## src/sv/nmse_pkg.sv

```systemverilog
// Package for the normal map slope encoder: payload types and fixed-point constants.
`timescale 1ns / 1ps
package nmse_pkg;

  typedef struct packed {
    logic [7:0] red_in;
    logic [7:0] green_in;
    logic [7:0] blue_in;
    logic       last_pixel;
  } nmse_in_t;

  typedef struct packed {
    logic [7:0] gray_out;
    logic [7:0] alpha_out;
    logic       last_out;
  } nmse_out_t;

  // square root of S * 2^30, S < 2^18
  localparam int SQ_VW   = 48;
  localparam int SQ_LAT  = SQ_VW / 2 + 1;

  // slope divider: quotient saturates above 2^19 - 1
  localparam int SL_NW   = 40;
  localparam int SL_DW   = 26;
  localparam int SL_QW   = 19;
  localparam int DIV_LAT = SL_QW + 1;

  // encode: shift / saturate stage, then reciprocal multiply stage
  localparam int ENC_LAT = 2;

  // accept edge to result strobe
  localparam int PIPE_LAT = 6 + SQ_LAT + DIV_LAT + ENC_LAT;

  localparam logic [18:0] SLOPE_LIM = 19'd262144;  // 4.0 in Q3.16
  localparam logic [18:0] FLR_Q_LIM = 19'd512;     // Q1.15 * 512 hits the limit above this
  localparam int          FLR_SHIFT = 9;

  // alpha: decode a * 4.08 - 2.08
  localparam logic signed [17:0] X_UNIT = 18'sd100;
  localparam logic signed [47:0] X_BIAS = 48'(64'd208 * 64'd65536);
  localparam logic signed [47:0] X_DEN  = 48'(64'd408 * 64'd65536);
  // 2 * 408 * 2^16 = 51 * 2^20; byte = ((t >> 20) * 20561) >> 20 below 51 * 256
  localparam logic [24:0]        X_LIM  = 25'd13056;
  localparam logic [14:0]        X_RCP  = 15'd20561;

  // gray: decode g * 4.06452 - 2.06452
  localparam logic signed [17:0] Y_UNIT = 18'sd100000;
  localparam logic signed [47:0] Y_BIAS = 48'(64'd206452 * 64'd65536);
  localparam logic signed [47:0] Y_DEN  = 48'(64'd406452 * 64'd65536);
  // 2 * 406452 * 2^16 = 101613 * 2^19; byte = ((t >> 19) * 43282322) >> 42
  localparam logic [25:0]        Y_LIM  = 26'd26012928;
  localparam logic [25:0]        Y_RCP  = 26'd43282322;

endpackage

```

## src/sv/nmse_div.sv

```systemverilog
// Pipelined restoring divider, one quotient bit per stage, saturation flag.
`timescale 1ns / 1ps
module nmse_div import nmse_pkg::*; #(
  parameter int NW = SL_NW,
  parameter int DW = SL_DW,
  parameter int QW = SL_QW
) (
  input  logic          clk,
  input  logic [NW-1:0] num,
  input  logic [DW-1:0] den,
  output logic [QW-1:0] quo,
  output logic          sat
);

  localparam int WW = ((NW > DW + QW) ? NW : DW + QW) + 1;

  logic [WW-1:0] rem_r [QW+1];
  logic [DW-1:0] den_r [QW+1];
  logic [QW-1:0] quo_r [QW+1];
  logic          sat_r [QW+1];
  logic [WW-1:0] trial [QW+1];
  logic          ge    [QW+1];

  always_comb begin
    trial[0] = '0;
    ge[0]    = 1'b0;
    for (int k = 1; k <= QW; k++) begin
      trial[k] = WW'(den_r[k-1]) << (QW - k);
      ge[k]    = rem_r[k-1] >= trial[k];
    end
  end

  always_ff @(posedge clk) begin
    rem_r[0] <= WW'(num);
    den_r[0] <= den;
    quo_r[0] <= '0;
    sat_r[0] <= WW'(num) >= (WW'(den) << QW);
    for (int k = 1; k <= QW; k++) begin
      den_r[k] <= den_r[k-1];
      sat_r[k] <= sat_r[k-1];
      if (ge[k]) begin
        rem_r[k] <= rem_r[k-1] - trial[k];
        quo_r[k] <= quo_r[k-1] | (QW'(1) << (QW - k));
      end else begin
        rem_r[k] <= rem_r[k-1];
        quo_r[k] <= quo_r[k-1];
      end
    end
  end

  assign quo = quo_r[QW];
  assign sat = sat_r[QW];

endmodule

```

## config.mk

```make
export PLATFORM = sky130hd
export DESIGN_NAME = nmse_div
export DESIGN_NICKNAME = d
export VERILOG_FILES = /design/src/sv/nmse_pkg.sv /design/src/sv/nmse_div.sv
export SDC_FILE = /design/constraint.sdc
export NUM_CORES = 2
export LEC_CHECK = 0
export BUFFER_PORTS_ARGS = -buffer_cell sky130_fd_sc_hd__buf_2
export CAP_MARGIN = 20
export CORE_ASPECT_RATIO = 0.5
export CORE_MARGIN = 3
export CORE_UTILIZATION = 25
export DETAILED_ROUTE_END_ITERATION = 8
export PLACE_DENSITY = 0.48
export SYNTH_ARGS = -nofsm -noshare
export SYNTH_HDL_FRONTEND = slang
export SYNTH_SLANG_ARGS = --single-unit
```

## constraint.sdc

```tcl
create_clock -name clk -period 9.45 [get_ports clk]
set_clock_uncertainty 0.2 [all_clocks]
set_input_delay 1.4175 -clock clk [delete_from_list [all_inputs] [get_ports clk]]
set_output_delay 1.4175 -clock clk [all_outputs]
set_load 0.05 [all_outputs]
```

==> After elaboration in Yosys (flattened, before gate mapping) <==
Memory sizes are Yosys's and may differ from the RTL's.
Index checks and enable logic that the tools add are counted.
{ "word_totals": {"mem_bits_rw": 1840, "latchBits": 0, "wordCells": 176, "memories": 4, "mem_bits_ro": 0, "in_bits": 67, "output_inout_bits": 20, "regBits": 0} }
{ "op_classes": {"div": 0, "bitwise_logic": 38, "mul": 0, "n_addsub": 19, "reduce_logical": 0, "n_eq_ne": 0, "order_cmp": 20, "shift": 0, "mux": 95} }
{ "memory_table": {"columns": ["memory", "words", "width", "rd", "rd_ports_with_merged_regs", "write_ports", "line_no", "rtl"], "rows": [
  ["rem_r", 20, 46, 19, 0, 20, "nmse_div.sv:17", "logic [WW-1:0] rem_r [QW+1];"],
  ["den_r", 20, 26, 19, 0, 20, "nmse_div.sv:18", "logic [DW-1:0] den_r [QW+1];"],
  ["quo_r", 20, 19, 20, 0, 20, "nmse_div.sv:19", "logic [QW-1:0] quo_r [QW+1];"],
  ["sat_r", 20, 1, 20, 0, 20, "nmse_div.sv:20", "logic sat_r [QW+1];"]
]} }
{ "op_table": {"columns": ["operator", "n"], "rows": [
  ["two-way mux 46 bit", 19],
  ["two-way mux 19 bit", 19],
  ["two-way mux 1 bit", 57],
  ["greater-or-equal comparator 46 x 26 -> 1 bit", 1],
  ["greater-or-equal comparator 46 x 27 -> 1 bit", 1],
  ["greater-or-equal comparator 46 x 28 -> 1 bit", 1],
  ["greater-or-equal comparator 46 x 29 -> 1 bit", 1],
  ["greater-or-equal comparator 46 x 30 -> 1 bit", 1],
  ["greater-or-equal comparator 46 x 31 -> 1 bit", 1],
  ["greater-or-equal comparator 46 x 32 -> 1 bit", 1],
  ["greater-or-equal comparator 46 x 33 -> 1 bit", 1],
  ["greater-or-equal comparator 46 x 34 -> 1 bit", 1],
  ["greater-or-equal comparator 46 x 35 -> 1 bit", 1],
  ["greater-or-equal comparator 46 x 36 -> 1 bit", 1],
  ["greater-or-equal comparator 46 x 37 -> 1 bit", 1],
  ["greater-or-equal comparator 46 x 38 -> 1 bit", 1],
  ["greater-or-equal comparator 46 x 39 -> 1 bit", 1],
  ["greater-or-equal comparator 46 x 40 -> 1 bit", 1],
  ["greater-or-equal comparator 46 x 41 -> 1 bit", 1],
  ["greater-or-equal comparator 46 x 42 -> 1 bit", 1],
  ["greater-or-equal comparator 46 x 43 -> 1 bit", 1],
  ["greater-or-equal comparator 46 x 44 -> 1 bit", 1],
  ["subtractor 46 x 26 -> 46 bit", 1],
  ["subtractor 46 x 27 -> 46 bit", 1],
  ["19 further kinds", 56]
]} }

==> Logic depth before layout (Yosys ltp) <==
An unclocked memory read counts as a cell.
{ "depth": {"depth_word": 5, "depth_mapped": 15, "ltp_nobuf": 14} }

==> Worst setup path after synthesis <==
No wires, ideal clock.
{ "synth_path": {"path_type": "register -> register", "startpoint": "memory rem_r[3][141] (netlist bit)", "endpoint": "memory rem_r[4][33] (netlist bit)", "required_ps": 9131, "path_buffers": 0, "setup_ps": 119, "arrival_ps": 3354, "synth_period_minus_slack_ps": 3673, "path_slack_ps": 5777, "path_stages_with_launch": 14, "cell_sequence": "dfxtp_1 -> inv_1 -> ha_1 -> inv_1 -> fa_1 -> a21o_1 -> a21oi_1 -> o21ai_0 -> a41o_1 -> a221o_1 -> a221o_1 -> a211oi_1 -> nand3_1 -> xnor2_1"} }
{ "synth_rtl": {"columns": ["item", "line_no"], "rows": [
  ["start: declaration", "nmse_div.sv:17"]
]} }

==> metrics.txt <==
Final GP Congestion 0.884; synthesized flop and latch total 1572; pwr/cell area 340 nW/um2; largest net degree at the start of global routing 57; VDD IR max 0.132 mV; Post-Syn Area 67800 um2; top cell type's share of synthesized area 46.4%; Ys Warns 0; hold slack final 120 ps; clock latency on the worst-skew pair 810 ps; setup TNS 0 ps; Num CTS Buffers 161; Post-DRT Antenna Nets 0; Max H-tree Level 4; Leak 33.8 nW; setup bufs post-CTS 0; switching power of the nets 9.65 mW; predominant post-synthesis flop cell dfxtp_1; Post-DP Area 72200 um2; Via-to-Cell Ratio 4.37; element type at the critical path start flop; synth-to-layout area growth 14.4%; f_max 0.233 GHz; largest cells by area after synthesis dfxtp_1, ha_1, xnor2_1; Cell Rows 134; EDFF count, synth 0; DRC 0; syn avg cell area 9.37 um2; # setup viols final 0; Vias 48200; slew margin rel. 28.4%; first-pass GRT wire length 257000 um; sequential element share of the synthesized area 46.4%; Core Box Area 268000 um2; clk buf depth 4; Final Cell Area 77500 um2; Net Sw Frac 36.6%; Crit Path Max Fanout 48; Die Area 278000 um2; WL/cell 14.5 um; number of max-cap violations 0; chip height 374 um; most frequent cell after synthesis dfxtp_1; initial antenna violation count 0; Final period util 45.4%; clock root buffer clkbuf_16; met1 wire length 81700 um; vias in the first global route 47522; GR Util All Layers 11.2%; Power Total 26.4 mW; Final HPWL DP 124000 um; Synth area leader dfxtp_1; Syn Nets 7824; sequential group share of total power 36.2%; outcome finished clean; Max Slew Vio Count 0; Port Buf Inserts 86; Antenna Cells 0; TritonCTS clock tree yes; drt first-iter violations 2725; synthesized instance count 7228; gr ovfl total 0; Initial Util 25.3%; WL met3 6150 um; Combinational Power Share 39.2%; ratio of cells with drive above 1 in the final layout 6.88%; nets 7912; final wirelength 160000 um; arrival time of the worst setup path 4790 ps; Clk pin slew, worst setup/hold paths 70 ps; I/O Pins 87; Worst Hold Class reg -> reg; FFs w/ async S/R, synth 0%; Yosys cell types 84; RSZ-0062 raised after global routing no; CTS hold repair buffers 0; top layer reached by signal wires met4; worst slew pin tran 1050 ps; CP Capture Type flop; min cycle time layout 4290 ps; WP data required 9940 ps; Hold Violations, Final 0; clock sinks 1572; 1st-pass router iterations 5; Clock Power Share 24.6%; Synth top cells by count dfxtp_1, inv_1, a21oi_1, nand2_1, ha_1; Die X-Extent 742 um; metal2 WL 65600 um; Setup WS post-layout 5160 ps; Int Power 16.7 mW; type of the worst setup path reg -> reg; dpl ws 4970 ps; Resized cells post-CTS 0
[worst paths after layout]
check               startpoint           end  slack [ps]  cells past startpoint
setup reg to reg  rem_r[1][14]  rem_r[1][61]        5160                     13
setup / recovery  rem_r[1][14]  rem_r[1][61]        5160                     13
hold / removal    quo_r[4][30]  quo_r[4][49]         120                      0
hold reg to reg   quo_r[4][30]  quo_r[4][49]         120                      0
[metal layers]
layer	vias to the layer above	track usage [%]
met1	21670	15.7
met3	348	1.99
met2	912	17.1
met5	-	0
li1	25270	-
met4	0	4.45
[cell usage in the layout, fill, tap and decap left out, drive strengths merged, types with 17 or more instances in the layout]
cell,n
a31oi,50
and2,21
nor4b,29
buf,106
xor2,240
nor3,129
a21o,273
inv,645
o31a,17
o21ai,430
a2111oi,18
clkbuf,220
ha,511
a211oi,53
nand2b,81
clkinv,28
dfxtp,1572
and3,49
or4,31
nand4b,20
nand2,512
fa,18
nor2b,69
or2,21
a21oi,551
a211o,19
nor3b,19
nand3,118
o21a,77
o21bai,64
nor4,86
mux2,89
nor2,489
or3,40
nand4,99
o31ai,42
xnor2,326
o211ai,34
a21boi,17
[registers in the layout, indices dropped and copies added, names as in the netlist]
| signal | cells |
|---|---|
| den_r | 494 |
| quo_r | 190 |
| rem_r | 868 |
| sat_r | 20 |
[cells by family (layout without fill, tap and decap cells)]
group	Yosys count	after routing	share of synthesized area, %
and+or+nand+nor	1861	1861	13.6
AOI/OAI and AO/OA	1783	1783	16.5
DFF	1572	1572	46.4
buffers and inverters	822	1021	4.69
xor gates and xnor gates	566	566	7.32
adders and majority gates	529	529	9.97
muxes	95	95	1.57
[per-stage QoR]
stage / utilization, % / instances
final: 28.9 / 11031
after detailed placement: 26.9 / 10756
after global routing: 28.9 / 11031
after CTS: 28.9 / 11030
after floorplan: - / 7228
after global placement: 26.9 / 10756
[critical path, cell delays in order (launching register included)]
cell      delay, ps
dfxtp_1         310
inv_1            50
ha_1            160
inv_1            60
fa_1            390
a21o_1          210
a221o_1         360
a211oi_1        460
o31a_1          260
o21ai_1         150
a311o_1         460
a31oi_4         290
buf_4           410
mux2_2          380
[final cells by class]
type	instances	area (um2)
clock buffer	220	4630
inverter	641	2410
tap	3604	4510
fill	28347	191000
timing repair buffer	106	601
sequential	1572	31500
clock inverter	54	666
multi-input combinational	4834	33200
[power groups by stage]
stage                     Sequential (mW)  Clock, mW  Combinational [mW]
after floorplan                      9.17          0                8.19
after CTS                            9.53       6.76                10.3
after detailed placement             9.68          0                10.3
after global routing                 9.74       7.03                11.6
final                                9.54       6.50                10.3
after global placement               9.71          0                10.3
No activity file was read; power rests on OpenSTA's default activity.
