File: src/sv/nmse_pkg.sv
// Package for the normal map slope encoder: payload types and fixed-point constants.
`timescale 1ns / 1ps
package nmse_pkg;

  typedef struct packed {
    logic [7:0] red_in;
    logic [7:0] green_in;
    logic [7:0] blue_in;
    logic       last_pixel;
  } nmse_in_t;

  typedef struct packed {
    logic [7:0] gray_out;
    logic [7:0] alpha_out;
    logic       last_out;
  } nmse_out_t;

  // square root of S * 2^30, S < 2^18
  localparam int SQ_VW   = 48;
  localparam int SQ_LAT  = SQ_VW / 2 + 1;

  // slope divider: quotient saturates above 2^19 - 1
  localparam int SL_NW   = 40;
  localparam int SL_DW   = 26;
  localparam int SL_QW   = 19;
  localparam int DIV_LAT = SL_QW + 1;

  // encode: shift / saturate stage, then reciprocal multiply stage
  localparam int ENC_LAT = 2;

  // accept edge to result strobe
  localparam int PIPE_LAT = 6 + SQ_LAT + DIV_LAT + ENC_LAT;

  localparam logic [18:0] SLOPE_LIM = 19'd262144;  // 4.0 in Q3.16
  localparam logic [18:0] FLR_Q_LIM = 19'd512;     // Q1.15 * 512 hits the limit above this
  localparam int          FLR_SHIFT = 9;

  // alpha: decode a * 4.08 - 2.08
  localparam logic signed [17:0] X_UNIT = 18'sd100;
  localparam logic signed [47:0] X_BIAS = 48'(64'd208 * 64'd65536);
  localparam logic signed [47:0] X_DEN  = 48'(64'd408 * 64'd65536);
  // 2 * 408 * 2^16 = 51 * 2^20; byte = ((t >> 20) * 20561) >> 20 below 51 * 256
  localparam logic [24:0]        X_LIM  = 25'd13056;
  localparam logic [14:0]        X_RCP  = 15'd20561;

  // gray: decode g * 4.06452 - 2.06452
  localparam logic signed [17:0] Y_UNIT = 18'sd100000;
  localparam logic signed [47:0] Y_BIAS = 48'(64'd206452 * 64'd65536);
  localparam logic signed [47:0] Y_DEN  = 48'(64'd406452 * 64'd65536);
  // 2 * 406452 * 2^16 = 101613 * 2^19; byte = ((t >> 19) * 43282322) >> 42
  localparam logic [25:0]        Y_LIM  = 26'd26012928;
  localparam logic [25:0]        Y_RCP  = 26'd43282322;

endpackage

File: src/sv/nmse_sqrt.sv
// Pipelined integer square root, one root bit per stage.
`timescale 1ns / 1ps
module nmse_sqrt import nmse_pkg::*; #(
  parameter int VW = SQ_VW
) (
  input  logic              clk,
  input  logic [VW-1:0]     val,
  output logic [VW/2-1:0]   root
);

  localparam int RW = VW / 2;
  localparam int WW = VW + 1;

  logic [WW-1:0] rem_r  [RW+1];
  logic [RW-1:0] root_r [RW+1];
  logic [WW-1:0] trial  [RW+1];
  logic          ge     [RW+1];

  // trial = 2^(i+1) * root + 2^(2i): growth of the square when bit i is set
  always_comb begin
    trial[0] = '0;
    ge[0]    = 1'b0;
    for (int k = 1; k <= RW; k++) begin
      trial[k] = (WW'(root_r[k-1]) << (RW - k + 1)) | (WW'(1) << (2 * (RW - k)));
      ge[k]    = rem_r[k-1] >= trial[k];
    end
  end

  always_ff @(posedge clk) begin
    rem_r[0]  <= WW'(val);
    root_r[0] <= '0;
    for (int k = 1; k <= RW; k++) begin
      if (ge[k]) begin
        rem_r[k]  <= rem_r[k-1] - trial[k];
        root_r[k] <= root_r[k-1] | (RW'(1) << (RW - k));
      end else begin
        rem_r[k]  <= rem_r[k-1];
        root_r[k] <= root_r[k-1];
      end
    end
  end

  assign root = root_r[RW];

endmodule

File: config.mk
export PLATFORM = sky130hd
export DESIGN_NAME = nmse_sqrt
export DESIGN_NICKNAME = d
export VERILOG_FILES = /design/src/sv/nmse_pkg.sv /design/src/sv/nmse_sqrt.sv
export SDC_FILE = /design/constraint.sdc
export NUM_CORES = 2
export LEC_CHECK = 0
export CAP_MARGIN = 20
export CORE_AREA = 4 4 354 356
export DETAILED_ROUTE_END_ITERATION = 10
export DIE_AREA = 0 0 358 360
export DONT_BUFFER_PORTS = 1
export SETUP_SLACK_MARGIN = 0.15
export SYNTH_ARGS = -nofsm -noshare
export SYNTH_HDL_FRONTEND = slang
export SYNTH_SLANG_ARGS = --single-unit
export TNS_END_PERCENT = 10
File: constraint.sdc
create_clock -name clk -period 7.7 [get_ports clk]
set_clock_uncertainty 0.15 [all_clocks]
set_input_delay 0.385 -clock clk [delete_from_list [all_inputs] [get_ports clk]]
set_output_delay 0.385 -clock clk [all_outputs]
set_load 0.03 [all_outputs]
* Word level (Yosys, flattened, before mapping)
Memory sizes are Yosys's and may differ from the RTL's. Cells that the tools add are included. W data, S select, Z words.
Word-level totals: register bits 0, memory bits (writable) 1825, bits of input ports 49, output and inout bits 24, word-level logic and storage cells 218, memories 2
Memories:
- rem_r | depth 25, bits a word 49, read ports 24, clocked after Yosys merged registers in 0, wr ports 25, RTL line nmse_sqrt.sv:14 | logic [WW-1:0] rem_r [RW+1];
- root_r | depth 25, bits a word 24, read ports 25, clocked after Yosys merged registers in 0, wr ports 25, RTL line nmse_sqrt.sv:15 | logic [RW-1:0] root_r [RW+1];
Operators by class: $add $sub $neg 24, magnitude comparators 24, multiplexer cells 120, bitwise gates (word level) 48
Operator list (number):
- $mux W49 | 24
- $mux W24 | 24
- $mux W1 | 72
- $ge A49 B25 Y1 | 1
- $ge A49 B26 Y1 | 1
- $ge A49 B27 Y1 | 1
- $ge A49 B28 Y1 | 1
- $ge A49 B29 Y1 | 1
- $ge A49 B30 Y1 | 1
- $ge A49 B31 Y1 | 1
- $ge A49 B32 Y1 | 1
- $ge A49 B33 Y1 | 1
- $ge A49 B34 Y1 | 1
- $ge A49 B35 Y1 | 1
- $ge A49 B36 Y1 | 1
- $ge A49 B37 Y1 | 1
- $ge A49 B38 Y1 | 1
- $ge A49 B39 Y1 | 1
- $ge A49 B40 Y1 | 1
- $ge A49 B41 Y1 | 1
- $ge A49 B42 Y1 | 1
- $ge A49 B43 Y1 | 1
- $ge A49 B44 Y1 | 1
- $ge A49 B45 Y1 | 1
- other kinds (28) | 75

* Longest topological paths before layout
An unclocked memory read counts as a cell.
depth in word-level cells 5, depth in mapped cells 13, gate-level depth less buffers 11

* Least setup slack after synthesis
OpenSTA, ideal clock, no wires.
path type register -> register, start mem root_r[0][311] in the netlist's numbering, end mem rem_r[0][668] in the netlist's numbering, setup time 0.121 ns, data arrival time 3.067 ns, data required time 7.429 ns, setup slack 4.362 ns, stages on the path, launching flop included 10, path buffers 1, clock period less this slack 3.338 ns, path through dfxtp_1 inv_1 ha_1 or4_4 or4b_1 or4_1 a211oi_1 o211ai_1 buf_2 mux2_2
RTL lines (RTL line):
- start, declared | nmse_sqrt.sv:15
- end, declared | nmse_sqrt.sv:14

==> impl_metrics.json <==
{
  "synth.yosys.seq_area_share_pct": 53.9,
  "tritoncts.num_buffers": 148,
  "endpoint_kind": "flip-flop",
  "vias": 38000,
  "drt_iter0_markers": 2212,
  "grt_setup_unrepaired": "false",
  "avgSynthCellArea_um2": 10.2,
  "port_buffers": 0,
  "pin_count_of_the_biggest_net_entering_global_routing": 52,
  "cpMaxStageDelayCell": "sky130_fd_sc_hd__a2111oi_0",
  "core_um2": 122000,
  "htree_levels": 4,
  "postSynthRegisterBits": 1475,
  "yosys.area_share.xor_xnor_pct": 7.87,
  "finalHoldViolCount": 0,
  "yosys_warnings": 0,
  "syn_to_final_growth_pct": 14.3,
  "post_synth_inst_count": 5380,
  "routed_wire_length_um": 129000,
  "holdBufCountCts": 96,
  "top_area_cell_type_share_of_the_netlist_area_pct": 53.9,
  "crit_path_frequent_cell": "sky130_fd_sc_hd__o21ai_0",
  "global_route_wire_length_before_repair_um": 204000,
  "fp.dieH_um": 360,
  "unique_masters_post_synth": 88,
  "syn-num-nets": 5751,
  "ys_async_sr_fraction_pct": 0,
  "post_dp_cell_area_um2": 56400,
  "final_layout_size_suffix_gt1_share_pct": 6.21,
  "synthTopCellsByCount": "sky130_fd_sc_hd__dfxtp_1 (1,475), sky130_fd_sc_hd__inv_1 (391), sky130_fd_sc_hd__nand2_1 (339), sky130_fd_sc_hd__ha_1 (322), sky130_fd_sc_hd__nor2_1 (289)",
  "die_area_um2": 129000,
  "irDropWorstVdd_v": 0.000236,
  "fin_crit_ns": 4.24,
  "synth-main-ff-cell": "sky130_fd_sc_hd__dfxtp_1",
  "hold_path.class": "reg2reg",
  "cp_slowest_stage_delay_ns": 0.79,
  "buffer_type_at_the_clock_tree_root": "sky130_fd_sc_hd__clkbuf_16",
  "required_ns": 8.25,
  "synth_mux_area_share_pct": 0.875,
  "post_cts.resized_instances": 0,
  "clk_transition_reported_paths_ns": 0.07,
  "crit_path_buf_inv_count": 3,
  "place.detailed.hpwl_um": 98400,
  "arrival_ns": 4.79,
  "cp-startpoint": "root_r[1][100]$_DFF_P_",
  "placement.setup.worst_slack_ns": 3.52,
  "totalNegativeSetupSlack_ns": 0,
  "overall_overflow_remaining_after_global_route": 0,
  "worst_slack_ns": 3.46,
  "worstSetupStartpointType": "flip-flop",
  "kind_of_cell_adding_the_most_delay_to_the_critical_path": "compound AO/OA/AOI/OAI gates",
  "crit_path_cell_trace": "inv_1, ha_1, o21ai_0, o21ai_0, nand4_1, a2111oi_0, nor3_2, buf_4, inv_2, nand2_1, nor4b_1, xor2_1",
  "worst_slew_pin_slew_ns": 1.13,
  "detail-route-antenna-nets": 0,
  "antenna_violations_before_repair": 2,
  "gp_routability_congestion": 0.874,
  "sink_count": 1475,
  "max_buffers_root_to_sink": 3,
  "synth-edff-count": 0,
  "synth_top_family_by_area": "simple AND/OR/NAND/NOR gates",
  "tritoncts_clock_tree": "built",
  "maxCapViolations": 0,
  "drt_drc_violations_left": 0,
  "synth.most_common_cell": "sky130_fd_sc_hd__dfxtp_1",
  "status": "finished, final reports clean",
  "largest_cells_by_area_after_synthesis": "sky130_fd_sc_hd__dfxtp_1 (54%), sky130_fd_sc_hd__ha_1 (7.4%), sky130_fd_sc_hd__xor2_1 (4.4%), sky130_fd_sc_hd__xnor2_1 (3.5%), sky130_fd_sc_hd__inv_1 (2.7%)",
  "worstHoldStart": "root_r[1][95]$_DFF_P_",
  "detail_route.first_pass.iterations": 5,
  "path_class": "reg2reg",
  "final-setup-viol-count": 0,
  "die_width_um": 358,
  "powerDensity_nw_per_um2": 380,
  "worstPathMaxFanout": 38,
  "relSlewSlack_pct": 23.0,
  "synth-simple-area-share_pct": 14.8,
  "grt.total_usage_pct": 19.7,
  "nets": 5896,
  "rr_startpoint": "root_r[1][100]$_DFF_P_",
  "routed_wire_length_per_instance_um": 17.7,
  "n_antenna_cell": 0,
  "final_design_area_no_fill_um2": 62600,
  "initial_utilization_pct": 45.0,
  "finalMaxSlewViolations": 0,
  "maxClockFrequency_mhz": 236,
  "power.static_leakage_uw": 0.0280,
  "netlist.top_cell.by_area": "sky130_fd_sc_hd__dfxtp_1",
  "final_period_util_pct": 55.0,
  "cts_setup_buffers": 0,
  "synth_compound_gate_area_share_pct": 11.4,
  "via_per_inst": 5.23,
  "clk-insertion-delay-late_ns": 0.78,
  "via_count_of_the_first_global_routing_pass": 37700,
  "pin_count": 73,
  "placement_rows": 128,
  "syn_area_um2": 54800,
  "synth_adder_area_share_pct": 7.36
}
## final timing paths
| check | end | slack, ns | depth (start not counted) |
|---|---|---|---|
| worst max-delay path | rem_r[1][291]$_DFF_P_ | 3.46 | 12 |
| worst min-delay path | root_r[1][119]$_DFF_P_ | 0.17 | 0 |
| worst max register to register | rem_r[1][291]$_DFF_P_ | 3.46 | 12 |
| worst min register to register | root_r[1][119]$_DFF_P_ | 0.17 | 0 |
## layout make-up
type | count | area [µm²]
repair buffers | 120 | 1140
clock buffers | 200 | 4140
well taps | 1625 | 2030
flip-flops and latches | 1475 | 29500
fillers | 10900 | 59200
clock inverters | 62 | 1020
inverters | 395 | 1480
multi-input cells | 3385 | 23200
## kinds of logic (layout without fill, tap and decap cells)
kind of cell             count (synthesis)  in the layout
AO/OA/AOI/OAI                          991            991
XOR/XNOR                               492            492
adder cells (fa/ha/maj)                322            322
buffers and inverters                  520            777
flip-flops                            1475           1475
multiplexers                            44             44
AND/OR/NAND/NOR                       1536           1536
## sequential cells by signal (all words and copies together), names as in the netlist
signal	count
root_r	300
rem_r	1175
## stage by stage
stage          utilization, %  hold WS, ns  power [µW]  instances
2_1_floorplan               -        0.172       14700       5380
3_3_place_gp             46.4        0.177       16400       6901
3_5_place_dp             46.4        0.178       16400       6902
4_1_cts                  51.4        0.170       23900       7260
5_1_grt                  51.4        0.173       25100       7262
6_report                 51.4        0.173       23800       7262
## worst reg2reg max path: stages, from the launching register on
cell                        delay [ns]
sky130_fd_sc_hd__dfxtp_1          0.43
sky130_fd_sc_hd__inv_1            0.07
sky130_fd_sc_hd__ha_1             0.36
sky130_fd_sc_hd__o21ai_0          0.14
sky130_fd_sc_hd__o21ai_0          0.54
sky130_fd_sc_hd__nand4_1          0.19
sky130_fd_sc_hd__a2111oi_0        0.79
sky130_fd_sc_hd__nor3_2           0.11
sky130_fd_sc_hd__buf_4            0.29
sky130_fd_sc_hd__inv_2            0.23
sky130_fd_sc_hd__nand2_1          0.30
sky130_fd_sc_hd__nor4b_1          0.42
sky130_fd_sc_hd__xor2_1           0.17
## layer usage
layer  routed length, µm  global-route usage (%)  up-vias  part of all wire, %
met5                  18                       0        -                0.014
met4                3710                    6.29        2                  2.9
met3                4600                    2.93      239                  3.6
met2               65400                    36.1      722                   51
met1               54900                    23.6    17900                   43
li1                    -                       -    19100                    -
## power breakdown
part           switching (µW)  total, µW  internal (µW)
clock                    3060       7430           4370
combinational            3020       5490           2470
sequential               1470      10800           9370
total                    7540      23800          16200
## cell usage in the layout, fill, tap and decap left out, types with 31 or more instances in the layout
master                             n
sky130_fd_sc_hd__dfxtp_1        1475
sky130_fd_sc_hd__inv_1           391
sky130_fd_sc_hd__nand2_1         339
sky130_fd_sc_hd__ha_1            322
sky130_fd_sc_hd__nor2_1          288
sky130_fd_sc_hd__o21ai_0         276
sky130_fd_sc_hd__xor2_1          273
sky130_fd_sc_hd__a21oi_1         272
sky130_fd_sc_hd__xnor2_1         219
sky130_fd_sc_hd__nor4_1          189
sky130_fd_sc_hd__nor3_1          161
sky130_fd_sc_hd__clkbuf_16       148
sky130_fd_sc_hd__dlygate4sd3_1    96
sky130_fd_sc_hd__a21o_1           91
sky130_fd_sc_hd__nand3_1          77
sky130_fd_sc_hd__nand4_1          70
sky130_fd_sc_hd__nand2b_1         65
sky130_fd_sc_hd__o21a_1           63
sky130_fd_sc_hd__or3_1            58
sky130_fd_sc_hd__or4_1            53
sky130_fd_sc_hd__nor2b_1          41
sky130_fd_sc_hd__o31ai_1          34
sky130_fd_sc_hd__mux2_2           31
sky130_fd_sc_hd__nor4b_1          31
Note: power is estimated with default switching activity, not from simulation.
